<file path="config.mk">
export PLATFORM = sky130hd
export DESIGN_NAME = antialiased_line_raster_unit
export DESIGN_NICKNAME = d
export VERILOG_FILES = /design/src/rtl/alr_pkg.sv /design/src/rtl/alr_ctrl.sv /design/src/rtl/alr_dpath.sv /design/src/rtl/antialiased_line_raster_unit.sv
export SDC_FILE = /design/constraint.sdc
export NUM_CORES = 2
export LEC_CHECK = 0
export BUFFER_PORTS_ARGS = -buffer_cell sky130_fd_sc_hd__buf_2
export CORE_ASPECT_RATIO = 1.25
export CORE_MARGIN = 4
export CORE_UTILIZATION = 60
export CTS_CLUSTER_DIAMETER = 40
export DETAILED_ROUTE_END_ITERATION = 10
export GPL_TIMING_DRIVEN = 0
export PLACE_DENSITY = 0.89
export SETUP_SLACK_MARGIN = 0.4
export SYNTH_ARGS = -nofsm -noshare
export SYNTH_HDL_FRONTEND = slang
export SYNTH_SLANG_ARGS = --single-unit
</file>
<file path="constraint.sdc">
create_clock -name clk -period 14.8 [get_ports clk]
set_clock_uncertainty 0.1 [all_clocks]
set_input_delay 2.96 -clock clk [delete_from_list [all_inputs] [get_ports clk]]
set_output_delay 2.96 -clock clk [all_outputs]
set_load 0.01 [all_outputs]
</file>
<file path="src/rtl/alr_pkg.sv">
// Shared constants, command and status types, and blend helpers for the line rasterizer.
`default_nettype none
package alr_pkg;

  localparam int COORD_BITS  = 12;
  localparam int FRAC_BITS   = 16;
  localparam int WEIGHT_BITS = 8;
  localparam int CHAN_BITS   = 8;
  localparam int COLOR_BITS  = 3 * CHAN_BITS;
  localparam int OUTC_BITS   = COORD_BITS + 1;
  localparam int ACC_BITS    = COORD_BITS + FRAC_BITS + 1;
  localparam int SLOPE_BITS  = FRAC_BITS + 2;
  localparam int QUOT_BITS   = FRAC_BITS + 1;
  localparam int REM_BITS    = COORD_BITS + 1;
  localparam int CNT_BITS    = $clog2(QUOT_BITS);

  typedef struct packed {
    logic start_load;
    logic step_load;
    logic div_step;
  } alr_cmd_t;

  typedef struct packed {
    logic zero_len;
    logic div_last;
    logic out_blocked;
  } alr_sts_t;

  function automatic logic [WEIGHT_BITS-1:0] quant_weight(input logic [FRAC_BITS-1:0] f);
    logic [FRAC_BITS+WEIGHT_BITS-1:0] t;
    t = {f, {WEIGHT_BITS{1'b0}}};
    return t[FRAC_BITS+WEIGHT_BITS-1:FRAC_BITS];
  endfunction

  function automatic logic [COLOR_BITS-1:0] blend(input logic [COLOR_BITS-1:0] a,
                                                  input logic [COLOR_BITS-1:0] b,
                                                  input logic [WEIGHT_BITS-1:0] w);
    logic [COLOR_BITS-1:0]            res;
    logic [WEIGHT_BITS:0]             wc;
    logic [CHAN_BITS+WEIGHT_BITS:0]   sum;
    logic [CHAN_BITS-1:0]             ca;
    logic [CHAN_BITS-1:0]             cb;
    wc  = (WEIGHT_BITS+1)'(1) << WEIGHT_BITS;
    wc  = wc - {1'b0, w};
    res = '0;
    for (int c = 0; c < 3; c++) begin
      ca  = a[c*CHAN_BITS +: CHAN_BITS];
      cb  = b[c*CHAN_BITS +: CHAN_BITS];
      sum = (CHAN_BITS+WEIGHT_BITS+1)'(ca) * (CHAN_BITS+WEIGHT_BITS+1)'(w) +
            (CHAN_BITS+WEIGHT_BITS+1)'(cb) * (CHAN_BITS+WEIGHT_BITS+1)'(wc);
      res[c*CHAN_BITS +: CHAN_BITS] = sum[CHAN_BITS+WEIGHT_BITS-1:WEIGHT_BITS];
    end
    return res;
  endfunction

endpackage
`default_nettype wire

</file>
<file path="src/rtl/alr_ctrl.sv">
// Control state machine: input handshake and sequencing of the slope division.
`default_nettype none
module alr_ctrl
  import alr_pkg::*;
(
  input  wire logic     clk,
  input  wire logic     rst_n,
  input  wire logic     in_valid,
  input  wire logic     in_mode,
  input  wire alr_sts_t sts,
  output logic          in_stall,
  output alr_cmd_t      cmd
);

  typedef enum logic [1:0] {
    S_IDLE = 2'b01,
    S_DIV  = 2'b10
  } alr_state_t;

  alr_state_t state_r, state_nxt;
  logic       accept;

  always_comb begin
    in_stall       = 1'b1;
    cmd            = '0;
    state_nxt      = state_r;
    accept         = 1'b0;
    case (state_r)
      S_IDLE: begin
        in_stall       = sts.out_blocked;
        accept         = in_valid & ~sts.out_blocked;
        cmd.start_load = accept & ~in_mode;
        cmd.step_load  = accept & in_mode;
        if (cmd.start_load && !sts.zero_len) begin
          state_nxt = S_DIV;
        end
      end
      S_DIV: begin
        cmd.div_step = 1'b1;
        if (sts.div_last) begin
          state_nxt = S_IDLE;
        end
      end
      default: begin
        state_nxt = S_IDLE;
      end
    endcase
  end

  always_ff @(posedge clk) begin
    if (!rst_n) begin
      state_r <= S_IDLE;
    end else begin
      state_r <= state_nxt;
    end
  end

endmodule
`default_nettype wire

</file>
<file path="src/rtl/alr_dpath.sv">
// Datapath: endpoint setup, restoring slope divider, DDA state, pixel blend and output beat.
`default_nettype none
module alr_dpath
  import alr_pkg::*;
(
  input  wire logic                  clk,
  input  wire logic                  rst_n,
  input  wire alr_cmd_t              cmd,
  output alr_sts_t                   sts,
  input  wire logic [COORD_BITS-1:0] in_start_x,
  input  wire logic [COORD_BITS-1:0] in_start_y,
  input  wire logic [COORD_BITS-1:0] in_end_x,
  input  wire logic [COORD_BITS-1:0] in_end_y,
  input  wire logic [COLOR_BITS-1:0] in_fg_color,
  input  wire logic [COLOR_BITS-1:0] in_bg_color,
  output logic                       out_valid,
  input  wire logic                  out_stall,
  output logic                       out_pixel_valid,
  output logic [OUTC_BITS-1:0]       out_first_x,
  output logic [OUTC_BITS-1:0]       out_first_y,
  output logic [COLOR_BITS-1:0]      out_first_color,
  output logic [OUTC_BITS-1:0]       out_second_x,
  output logic [OUTC_BITS-1:0]       out_second_y,
  output logic [COLOR_BITS-1:0]      out_second_color,
  output logic                       out_line_done
);

  // endpoint setup
  logic signed [COORD_BITS:0] dx, dy, dmin;
  logic [COORD_BITS-1:0]      adx, ady, maj0, maj1, min0, min1, mj0, mj1, mi0, mi1, dmaj;
  logic [COORD_BITS-1:0]      admin;
  logic                       steep;

  always_comb begin
    dx    = $signed({1'b0, in_end_x}) - $signed({1'b0, in_start_x});
    dy    = $signed({1'b0, in_end_y}) - $signed({1'b0, in_start_y});
    adx   = dx[COORD_BITS] ? COORD_BITS'(-dx) : dx[COORD_BITS-1:0];
    ady   = dy[COORD_BITS] ? COORD_BITS'(-dy) : dy[COORD_BITS-1:0];
    steep = ady > adx;
    mj0   = steep ? in_start_y : in_start_x;
    mj1   = steep ? in_end_y   : in_end_x;
    mi0   = steep ? in_start_x : in_start_y;
    mi1   = steep ? in_end_x   : in_end_y;
    if (mj0 > mj1) begin
      maj0 = mj1; maj1 = mj0; min0 = mi1; min1 = mi0;
    end else begin
      maj0 = mj0; maj1 = mj1; min0 = mi0; min1 = mi1;
    end
    dmaj  = maj1 - maj0;
    dmin  = $signed({1'b0, min1}) - $signed({1'b0, min0});
    admin = dmin[COORD_BITS] ? COORD_BITS'(-dmin) : dmin[COORD_BITS-1:0];
  end

  // divider and line state
  logic [REM_BITS-1:0]          rem_r, rem_nxt;
  logic [QUOT_BITS-1:0]         quot_r, quot_nxt;
  logic [CNT_BITS-1:0]          cnt_r;
  logic [COORD_BITS-1:0]        dmaj_r;
  logic                         neg_r;
  logic                         ge;
  logic [REM_BITS-1:0]          rem_sub;
  logic signed [SLOPE_BITS-1:0] slope_r, slope_nxt;
  logic [ACC_BITS-1:0]          accum_r;
  logic [COORD_BITS-1:0]        major_pos_r, major_end_r, major_inc;
  logic                         steep_r, active_r;
  logic [COLOR_BITS-1:0]        fg_r, bg_r;
  logic                         div_finish;

  always_comb begin
    ge         = rem_r >= {1'b0, dmaj_r};
    rem_sub    = ge ? (rem_r - {1'b0, dmaj_r}) : rem_r;
    rem_nxt    = {rem_sub[REM_BITS-2:0], 1'b0};
    quot_nxt   = {quot_r[QUOT_BITS-2:0], ge};
    slope_nxt  = neg_r ? -$signed({1'b0, quot_nxt}) : $signed({1'b0, quot_nxt});
    div_finish = cmd.div_step & (cnt_r == '0);
  end

  // pixel pair
  logic [ACC_BITS:0]         rnd;
  logic [OUTC_BITS-1:0]      mn, mn2, mpos;
  logic [WEIGHT_BITS-1:0]    w;
  logic [ACC_BITS-1:0]       accum_nxt;

  always_comb begin
    rnd       = {1'b0, accum_r} + ((ACC_BITS+1)'(1) << (FRAC_BITS - 1));
    mn        = rnd[FRAC_BITS +: OUTC_BITS];
    mn2       = mn + OUTC_BITS'(1);
    mpos      = {1'b0, major_pos_r};
    w         = quant_weight(accum_r[FRAC_BITS-1:0]);
    accum_nxt = accum_r + {{(ACC_BITS-SLOPE_BITS){slope_r[SLOPE_BITS-1]}}, slope_r};
    major_inc = major_pos_r + COORD_BITS'(1);
  end

  logic out_valid_r;

  assign sts.zero_len    = (dmaj == '0);
  assign sts.div_last    = (cnt_r == '0);
  assign sts.out_blocked = out_valid_r & out_stall;
  assign out_valid       = out_valid_r;

  always_ff @(posedge clk) begin
    if (!rst_n) begin
      active_r    <= 1'b0;
      out_valid_r <= 1'b0;
      accum_r     <= '0;
      major_pos_r <= '0;
      major_end_r <= '0;
      slope_r     <= '0;
      steep_r     <= 1'b0;
      fg_r        <= '0;
      bg_r        <= '0;
      cnt_r       <= '0;
    end else begin
      if (cmd.step_load) begin
        out_valid_r <= 1'b1;
      end else if (!out_stall) begin
        out_valid_r <= 1'b0;
      end
      if (cmd.start_load) begin
        active_r    <= 1'b0;
        fg_r        <= in_fg_color;
        bg_r        <= in_bg_color;
        steep_r     <= steep;
        accum_r     <= {1'b0, min0, {FRAC_BITS{1'b0}}};
        major_pos_r <= maj0;
        major_end_r <= maj1;
        cnt_r       <= CNT_BITS'(QUOT_BITS - 1);
      end
      if (cmd.div_step) begin
        cnt_r <= cnt_r - CNT_BITS'(1);
      end
      if (div_finish) begin
        slope_r  <= slope_nxt;
        active_r <= 1'b1;
      end
      if (cmd.step_load && active_r) begin
        accum_r     <= accum_nxt;
        major_pos_r <= major_inc;
        if (major_inc == major_end_r) begin
          active_r <= 1'b0;
        end
      end
    end
  end

  always_ff @(posedge clk) begin
    if (cmd.start_load) begin
      rem_r  <= {1'b0, admin};
      dmaj_r <= dmaj;
      neg_r  <= dmin[COORD_BITS];
    end else if (cmd.div_step) begin
      rem_r  <= rem_nxt;
      quot_r <= quot_nxt;
    end
    if (cmd.step_load) begin
      if (active_r) begin
        out_pixel_valid  <= 1'b1;
        out_first_x      <= steep_r ? mn   : mpos;
        out_first_y      <= steep_r ? mpos : mn;
        out_second_x     <= steep_r ? mn2  : mpos;
        out_second_y     <= steep_r ? mpos : mn2;
        out_first_color  <= blend(fg_r, bg_r, w);
        out_second_color <= blend(bg_r, fg_r, w);
        out_line_done    <= (major_inc == major_end_r);
      end else begin
        out_pixel_valid  <= 1'b0;
        out_first_x      <= '0;
        out_first_y      <= '0;
        out_second_x     <= '0;
        out_second_y     <= '0;
        out_first_color  <= '0;
        out_second_color <= '0;
        out_line_done    <= 1'b1;
      end
    end
  end

endmodule
`default_nettype wire

</file>
<file path="src/rtl/antialiased_line_raster_unit.sv">
// Top level of the antialiased line rasterizer: controller and datapath.
// Step beat: result is in the output register the cycle after acceptance; one step per cycle
// unless input stalls. Start beat: after acceptance, input stalls while the bit-serial
// restoring slope divider runs; a start with coincident endpoints needs no division.
// Input also stalls while a finished result waits and the result side stalls.
// Reset is synchronous, active low: no line active, output register empty.
`default_nettype none
module antialiased_line_raster_unit
  import alr_pkg::*;
(
  input  wire logic                  clk,
  input  wire logic                  rst_n,
  input  wire logic                  in_valid,
  output logic                       in_stall,
  input  wire logic                  in_mode,
  input  wire logic [COORD_BITS-1:0] in_start_x,
  input  wire logic [COORD_BITS-1:0] in_start_y,
  input  wire logic [COORD_BITS-1:0] in_end_x,
  input  wire logic [COORD_BITS-1:0] in_end_y,
  input  wire logic [COLOR_BITS-1:0] in_fg_color,
  input  wire logic [COLOR_BITS-1:0] in_bg_color,
  output logic                       out_valid,
  input  wire logic                  out_stall,
  output logic                       out_pixel_valid,
  output logic [OUTC_BITS-1:0]       out_first_x,
  output logic [OUTC_BITS-1:0]       out_first_y,
  output logic [COLOR_BITS-1:0]      out_first_color,
  output logic [OUTC_BITS-1:0]       out_second_x,
  output logic [OUTC_BITS-1:0]       out_second_y,
  output logic [COLOR_BITS-1:0]      out_second_color,
  output logic                       out_line_done
);

  alr_cmd_t cmd;
  alr_sts_t sts;

  alr_ctrl u_ctrl (
    .clk      (clk),
    .rst_n    (rst_n),
    .in_valid (in_valid),
    .in_mode  (in_mode),
    .sts      (sts),
    .in_stall (in_stall),
    .cmd      (cmd)
  );

  alr_dpath u_dpath (
    .clk              (clk),
    .rst_n            (rst_n),
    .cmd              (cmd),
    .sts              (sts),
    .in_start_x       (in_start_x),
    .in_start_y       (in_start_y),
    .in_end_x         (in_end_x),
    .in_end_y         (in_end_y),
    .in_fg_color      (in_fg_color),
    .in_bg_color      (in_bg_color),
    .out_valid        (out_valid),
    .out_stall        (out_stall),
    .out_pixel_valid  (out_pixel_valid),
    .out_first_x      (out_first_x),
    .out_first_y      (out_first_y),
    .out_first_color  (out_first_color),
    .out_second_x     (out_second_x),
    .out_second_y     (out_second_y),
    .out_second_color (out_second_color),
    .out_line_done    (out_line_done)
  );

endmodule
`default_nettype wire

</file>
---- Yosys cells after proc, flatten, opt, wreduce, memory -nomap -nowiden ----
Index checks and enable logic that the tools add are counted.
storage, ports and cells
  bits in registers ....................... 273
  input port bits ......................... 101
  logic and storage cells ................. 128
operators by class
  add/subtract/negate cells ............... 21
  multipliers ............................. 12
  order comparisons ....................... 3
  equal/unequal tests ..................... 6
  mux-type cells .......................... 38
  bitwise logic cells ..................... 9
  reductions and logical operators ........ 11
operator list
  kind                      number
  $mux W12                  20
  $add A16 B16 Y16          6
  $mul A8 B8 Y16            6
  $mul A8 B9 Y16            6
  $mux W29                  2
  $sub A12 B12 Y13          3
  $neg A12 Y12              3
  $add A29 B16 Y29 const B  1
  $add A29 B29 Y29          1
  $gt A12 B12 Y1            2
  $sub A12 B12 Y12          2
  $mux W18                  1
  $neg A17 Y18              1
  $add A13 B1 Y13 const B   1
  $ge A13 B12 Y1            1
  $add A12 B1 Y12 const B   1
  $eq A12 B12 Y1            1
  $logic_not A12 Y1         1
  $mux W5                   2
  $mux W1                   9
  $sub A9 B8 Y9 const A     1
  $mux W2                   3
  $reduce_and A2 Y1         3
  $and A1 B1 Y1             5
  other kinds (12)          18

---- Depth between registers and ports, before layout ----
  depth after elaboration ................. 13
  mapped depth ............................ 59
  mapped depth without buffers ............ 53

---- Modules after synthesis ----
Synthesis repeated with hierarchy kept, for this count alone.
second synthesis, totals
  cells, all modules ...................... 4,852
  area total of the unflattened synthesis .. 43,193.9 µm²
modules (own cells, without submodules)
  module     instances  cells each  area each (µm²)  seq. area each (µm²)
  alr_dpath  1          4,840       43,082.6         6,856.6
  alr_ctrl   1          12          111.4            40.0

---- Worst setup path before layout ----
No wires, ideal clock.
  path type ............................... input port to flip-flop
  from .................................... input port in_end_x[0]
  to ...................................... register u_dpath.rem_r[10] (data pin)
  library setup time ...................... 0.291 ns
  arrival ................................. 13.108 ns
  slack ................................... 1.301 ns
  cell stages on the path ................. 52
  path buffers ............................ 6
  path through ............................ inv_1 -> ha_1 -> inv_1 -> fa_1 -> a21o_1 -> a21oi_1 -> o21bai_1 -> a21oi_1 -> nor2b_1 -> o21a_1 -> o21ai_0 -> nand2b_1 -> a21oi_1 -> o21bai_1 -> a21oi_1 -> o21ai_0 -> xnor2_1 -> ha_1 -> [... 16 more ...] -> clkbuf_1 -> nand2_1 -> o21ai_0 -> o21ai_0 -> ha_1 -> inv_1 -> fa_1 -> a21o_1 -> a21oi_1 -> o21ai_0 -> a21oi_1 -> o21bai_1 -> a21oi_1 -> xnor2_1 -> or4_1 -> o21ai_0 -> xor2_1 -> a21oi_1
on the way
  cells in the longest elaborated chain, start to end .. 11
  elaborated cells between the ends (all ways) .. 15
  classes of those cells .................. add/sub: 4; order compare: 2; mux: 9
ends and longest elaborated chain
  what                                line                                text
  start: declaration                  antialiased_line_raster_unit.sv:18  input wire logic [COORD_BITS-1:0] in_end_x,
  $sub A12 B12 Y13                    alr_dpath.sv:35                     dx = $signed({1'b0, in_end_x}) - $signed({1'b0, in_start_x});
  $neg A12 Y12                        alr_dpath.sv:37                     adx = dx[COORD_BITS] ? COORD_BITS'(-dx) : dx[COORD_BITS-1:0];
  $mux W12                            alr_dpath.sv:37
  $gt A12 B12 Y1                      alr_dpath.sv:39                     steep = ady > adx;
  $mux W12, on equally long branches  alr_dpath.sv:40, alr_dpath.sv:41
  $gt A12 B12 Y1                      alr_dpath.sv:44                     if (mj0 > mj1) begin
  $mux W12                            alr_dpath.sv:44
  $sub A12 B12 Y13 *                  alr_dpath.sv:50                     dmin = $signed({1'b0, min1}) - $signed({1'b0, min0});
  $neg A12 Y12                        alr_dpath.sv:51                     admin = dmin[COORD_BITS] ? COORD_BITS'(-dmin) : dmin[COORD_BITS-1:0];
  $mux W12 *                          alr_dpath.sv:51
  $mux W12 *                          alr_dpath.sv:147                    if (cmd.start_load) begin
  end signal: assignment              alr_dpath.sv:148                    rem_r <= {1'b0, admin};
  end signal: assignment              alr_dpath.sv:152                    rem_r <= rem_nxt;
  end: declaration                    alr_dpath.sv:55                     logic [REM_BITS-1:0] rem_r, rem_nxt;
Every way passes the cells marked *; elsewhere a longest branch is shown, timed or not.
A chain may end at the register's enable or synchronous reset.

---- Worst setup path after layout ----
  from .................................... input port in_end_y[0]
  to ...................................... register u_dpath.rem_r[10] (data pin)
on the way
  cells in the longest elaborated chain, start to end .. 11
  elaborated cells between the ends (all ways) .. 15
  classes of those cells .................. add/sub: 4; order compare: 2; mux: 9
ends and longest elaborated chain
  what                                line                                text
  start: declaration                  antialiased_line_raster_unit.sv:19  input wire logic [COORD_BITS-1:0] in_end_y,
  $sub A12 B12 Y13                    alr_dpath.sv:36                     dy = $signed({1'b0, in_end_y}) - $signed({1'b0, in_start_y});
  $neg A12 Y12                        alr_dpath.sv:38                     ady = dy[COORD_BITS] ? COORD_BITS'(-dy) : dy[COORD_BITS-1:0];
  $mux W12                            alr_dpath.sv:38
  $gt A12 B12 Y1                      alr_dpath.sv:39
  $mux W12, on equally long branches  alr_dpath.sv:40, alr_dpath.sv:41
  $gt A12 B12 Y1                      alr_dpath.sv:44
  $mux W12                            alr_dpath.sv:44
  $sub A12 B12 Y13 *                  alr_dpath.sv:50
  $neg A12 Y12                        alr_dpath.sv:51
  $mux W12 *                          alr_dpath.sv:51
  $mux W12 *                          alr_dpath.sv:147
Marks and branches as above.

==> results.cfg <==
[outcome]
status = completed

[critical_path]
crit_start = in_end_y[0]
cp_top_family = compound AO/OA/AOI/OAI gates
cp_num_cells = 53
cp.arrival_ps = 14020
crit_path_start_kind = input pin
crit_path_end = u_dpath.rem_r[10]$_DFFE_PP_
path_max_fanout = 10
cp-end-kind = register
crit_path_frequent_cell = o21ai_0
reg2regPathDepth = 24
cp_data_required_time_ps = 15010
slowest_delay_ps = 570
crit_type = in2reg
crit_slowest_cell = or4_1
r2r_end = u_dpath.out_second_color[23]$_SDFFCE_PN0P_
rrSetupSlack_ps = 5100
r2r_start = u_dpath.accum_r[8]$_SDFFE_PN0P_
path_buf_inv = 10

[die]
initial_core_util_pct = 60.6
die_w_um = 247
coreArea_um2 = 70800
rows = 109
ios = 205
dieArea_um2 = 75800
die_h_um = 307

[cts]
cts.sinks = 273
cts_buffers = 46
cts_tree = built
cts_buffer_depth = 3
clk_latency_ps = 620
clk_pin_slew_ps = 60
hold_buffers = 0
h-tree-depth = 2
root_buffer = clkbuf_16

[yosys]
synth_cells = 4859
ys_types = 79
netlist_area_um2 = 42900
ys_seq_area_share_pct = 16.1
yosysWarnings = 0
ys_ff_latch = 273
synth_ff_type = edfxtp_1
synth-edff-count = 143
synth_area_per_cell_um2 = 8.82
mappedNetlistNets = 6028
async_flop_share_pct = 0

[global_route]
grt_max_degree = 58
grt_usage_pct = 36.6
overflow = 0
grt_pass1_vias = 38600
grt_pass1_wl_um = 212000
antenna_found_initial = 9

[sta]
finalHoldViolCount = 0
fin_hold_ws_ps = 364
relSlewSlack_pct = 14.8
finalSetupViolations = 0
setup_ws_ps = 988
drv_slew = 0
worst_pin_slew_ps = 1280
rsz0062_at_grt = no
min_period_over_period_pct = 93.3
fmax_mhz = 72.4
post-route-min-period_ps = 13810

[drt]
ant_nets = 0
wl_per_cell_um = 22.6
vias = 36600
drc = 0
drt-total-wl_um = 138000
first_pass_iters = 9
vias_per_cell = 6.00
drt_iter0_drc = 3149

[placed_design]
place_congestion = 1.03
hpwl_um = 108000
placed_cell_area_um2 = 45100
pre_cts_slack_ps = -1850
numPortBuffers = 203

[pwr]
p_leak_nw = 22.0
vdd_drop_max_v = 0.000268
p_sw_w = 0.00265
seqPwrFrac_pct = 18.5
p_per_area_nw_per_um2 = 116
p_sw_share_pct = 48.8
p_comb_share_pct = 60.3
p_clk_share_pct = 21.2
p_int_w = 0.00278

[layout]
final_common_cell = inv_1
multi_input_area_um2 = 32100
fillers = 5401
area_growth_pct = 9.59
seq_area_um2 = 6900
layout_common_cells = 837 x inv_1, 669 x nand2_1, 610 x fa_1
stdcell_area_um2 = 47000
final_net_count = 6286
drive_above_1_share_pct = 6.93

[flow_run]
maxCapViolations = 0

[min_path]
hold_class = reg2reg
whs_path_depth = 2
hold_start = u_dpath.major_end_r[9]$_SDFFE_PN0P_
-- area by class of cell --
cell class | instances | share of cell area (%)
inverters | 841 | 6.72
multi-input cells | 3508 | 68.2
clock buffers | 57 | 2.81
diodes | 7 | 0.0373
clock inverters | 29 | 0.727
plain buffers | 237 | 1.98
flip-flops and latches | 273 | 14.7
well taps | 943 | 2.51
repair buffers | 210 | 2.32
-- synthesized netlist by cell type, types with 33 or more instances --
library cell | number | area (um2)
xnor2_1 | 151 | 1320
xor2_1 | 82 | 718
a21oi_1 | 220 | 1100
nand3_1 | 50 | 250
nor3_1 | 43 | 215
and2_1 | 485 | 3030
inv_1 | 838 | 3150
a21o_1 | 61 | 458
o21ai_0 | 138 | 691
fa_1 | 611 | 12200
edfxtp_1 | 143 | 4290
o211ai_1 | 33 | 248
ha_1 | 457 | 5720
nor2_1 | 143 | 537
mux2i_1 | 35 | 350
nand2_1 | 670 | 2510
nor2b_1 | 38 | 238
dfxtp_1 | 130 | 2600
clkbuf_1 | 221 | 830
-- registers in the layout, indices dropped and copies added, names as in the netlist, 2 cells and up --
signal,count
u_dpath.accum_r,29
u_dpath.bg_r,24
u_dpath.fg_r,24
u_dpath.out_first_color,24
u_dpath.out_second_color,24
u_dpath.slope_r,18
u_dpath.quot_r,16
u_dpath.out_first_x,13
u_dpath.out_first_y,13
u_dpath.out_second_x,13
u_dpath.out_second_y,13
u_dpath.rem_r,13
u_dpath.dmaj_r,12
u_dpath.major_end_r,12
u_dpath.major_pos_r,12
u_dpath.cnt_r,5
u_ctrl.state_r,2
-- per-stage QoR --
step	power (W)	instances	util [%]	TNS, ps
after CTS	0.00529	6094	66.2	0
after detailed placement	0.00408	6006	63.7	-20180
after global routing	0.00573	6099	66.4	0
after floorplan	0.00318	4859	-	0
after global placement	0.00402	6005	63.7	-18550
final	0.00543	6105	66.4	0
-- how the worst min path moves through the flow --
stage / to
floorplan: u_dpath.slope_r[10]$_SDFFE_PN0P_
global placement: u_dpath.rem_r[12]$_SDFFE_PP0P_
detailed placement: u_dpath.slope_r[6]$_SDFFE_PN0P_
CTS: u_dpath.major_end_r[9]$_SDFFE_PN0P_
global route: u_dpath.major_end_r[9]$_SDFFE_PN0P_
finish: u_dpath.major_end_r[9]$_SDFFE_PN0P_
-- repair_timing --
item	CTS	global route
gates resized for setup	26	40
setup buffers	2	4
pin swaps	2	6
setup endpoints to repair	12	12
cloned	0	0
-- cells by family after synthesis --
logic type	Yosys count	share of synthesized area [%]
AOI/OAI and AO/OA	622	9.17
xor gates and xnor gates	233	4.76
adders and majority gates	1074	42.0
buffers and inverters	1078	9.44
DFF	273	16.1
muxes	39	0.931
and+or+nand+nor	1540	17.6
-- metal layers --
layer,share of wire [%],GRT usage [%]
met1,31,39.1
met2,46,59.3
met3,11,10.1
met4,11,31.7
met5,0.023,0
-- worst register-to-register path, stage by stage (launching register included) --
cell and delay, ps:
dfxtp_1 510, clkbuf_1 460, inv_1 190, ha_1 220, nand3b_1 180, nor3_1 820, clkbuf_1 560, buf_1 910
nand2_1 190, fa_1 580, fa_1 450, fa_1 580, fa_1 450, fa_1 470, fa_1 490, inv_1 40
ha_1 300, a21oi_1 220, o21bai_1 140, a21oi_1 330, o21bai_1 190, a21oi_1 370, o21ai_0 230, xnor2_1 180
and2_1 250
-- power by group through the flow --
| stage | Sequential (W) | Clock, W | Combinational, W |
|---|---|---|---|
| after floorplan | 0.000989 | 0 | 0.00219 |
| after CTS | 0.00100 | 0.00116 | 0.00312 |
| after global routing | 0.00101 | 0.00120 | 0.00352 |
| after global placement | 0.00101 | 0 | 0.00301 |
| after detailed placement | 0.00102 | 0 | 0.00306 |
| final | 0.00101 | 0.00115 | 0.00327 |
(Power assumes the default switching activity.)
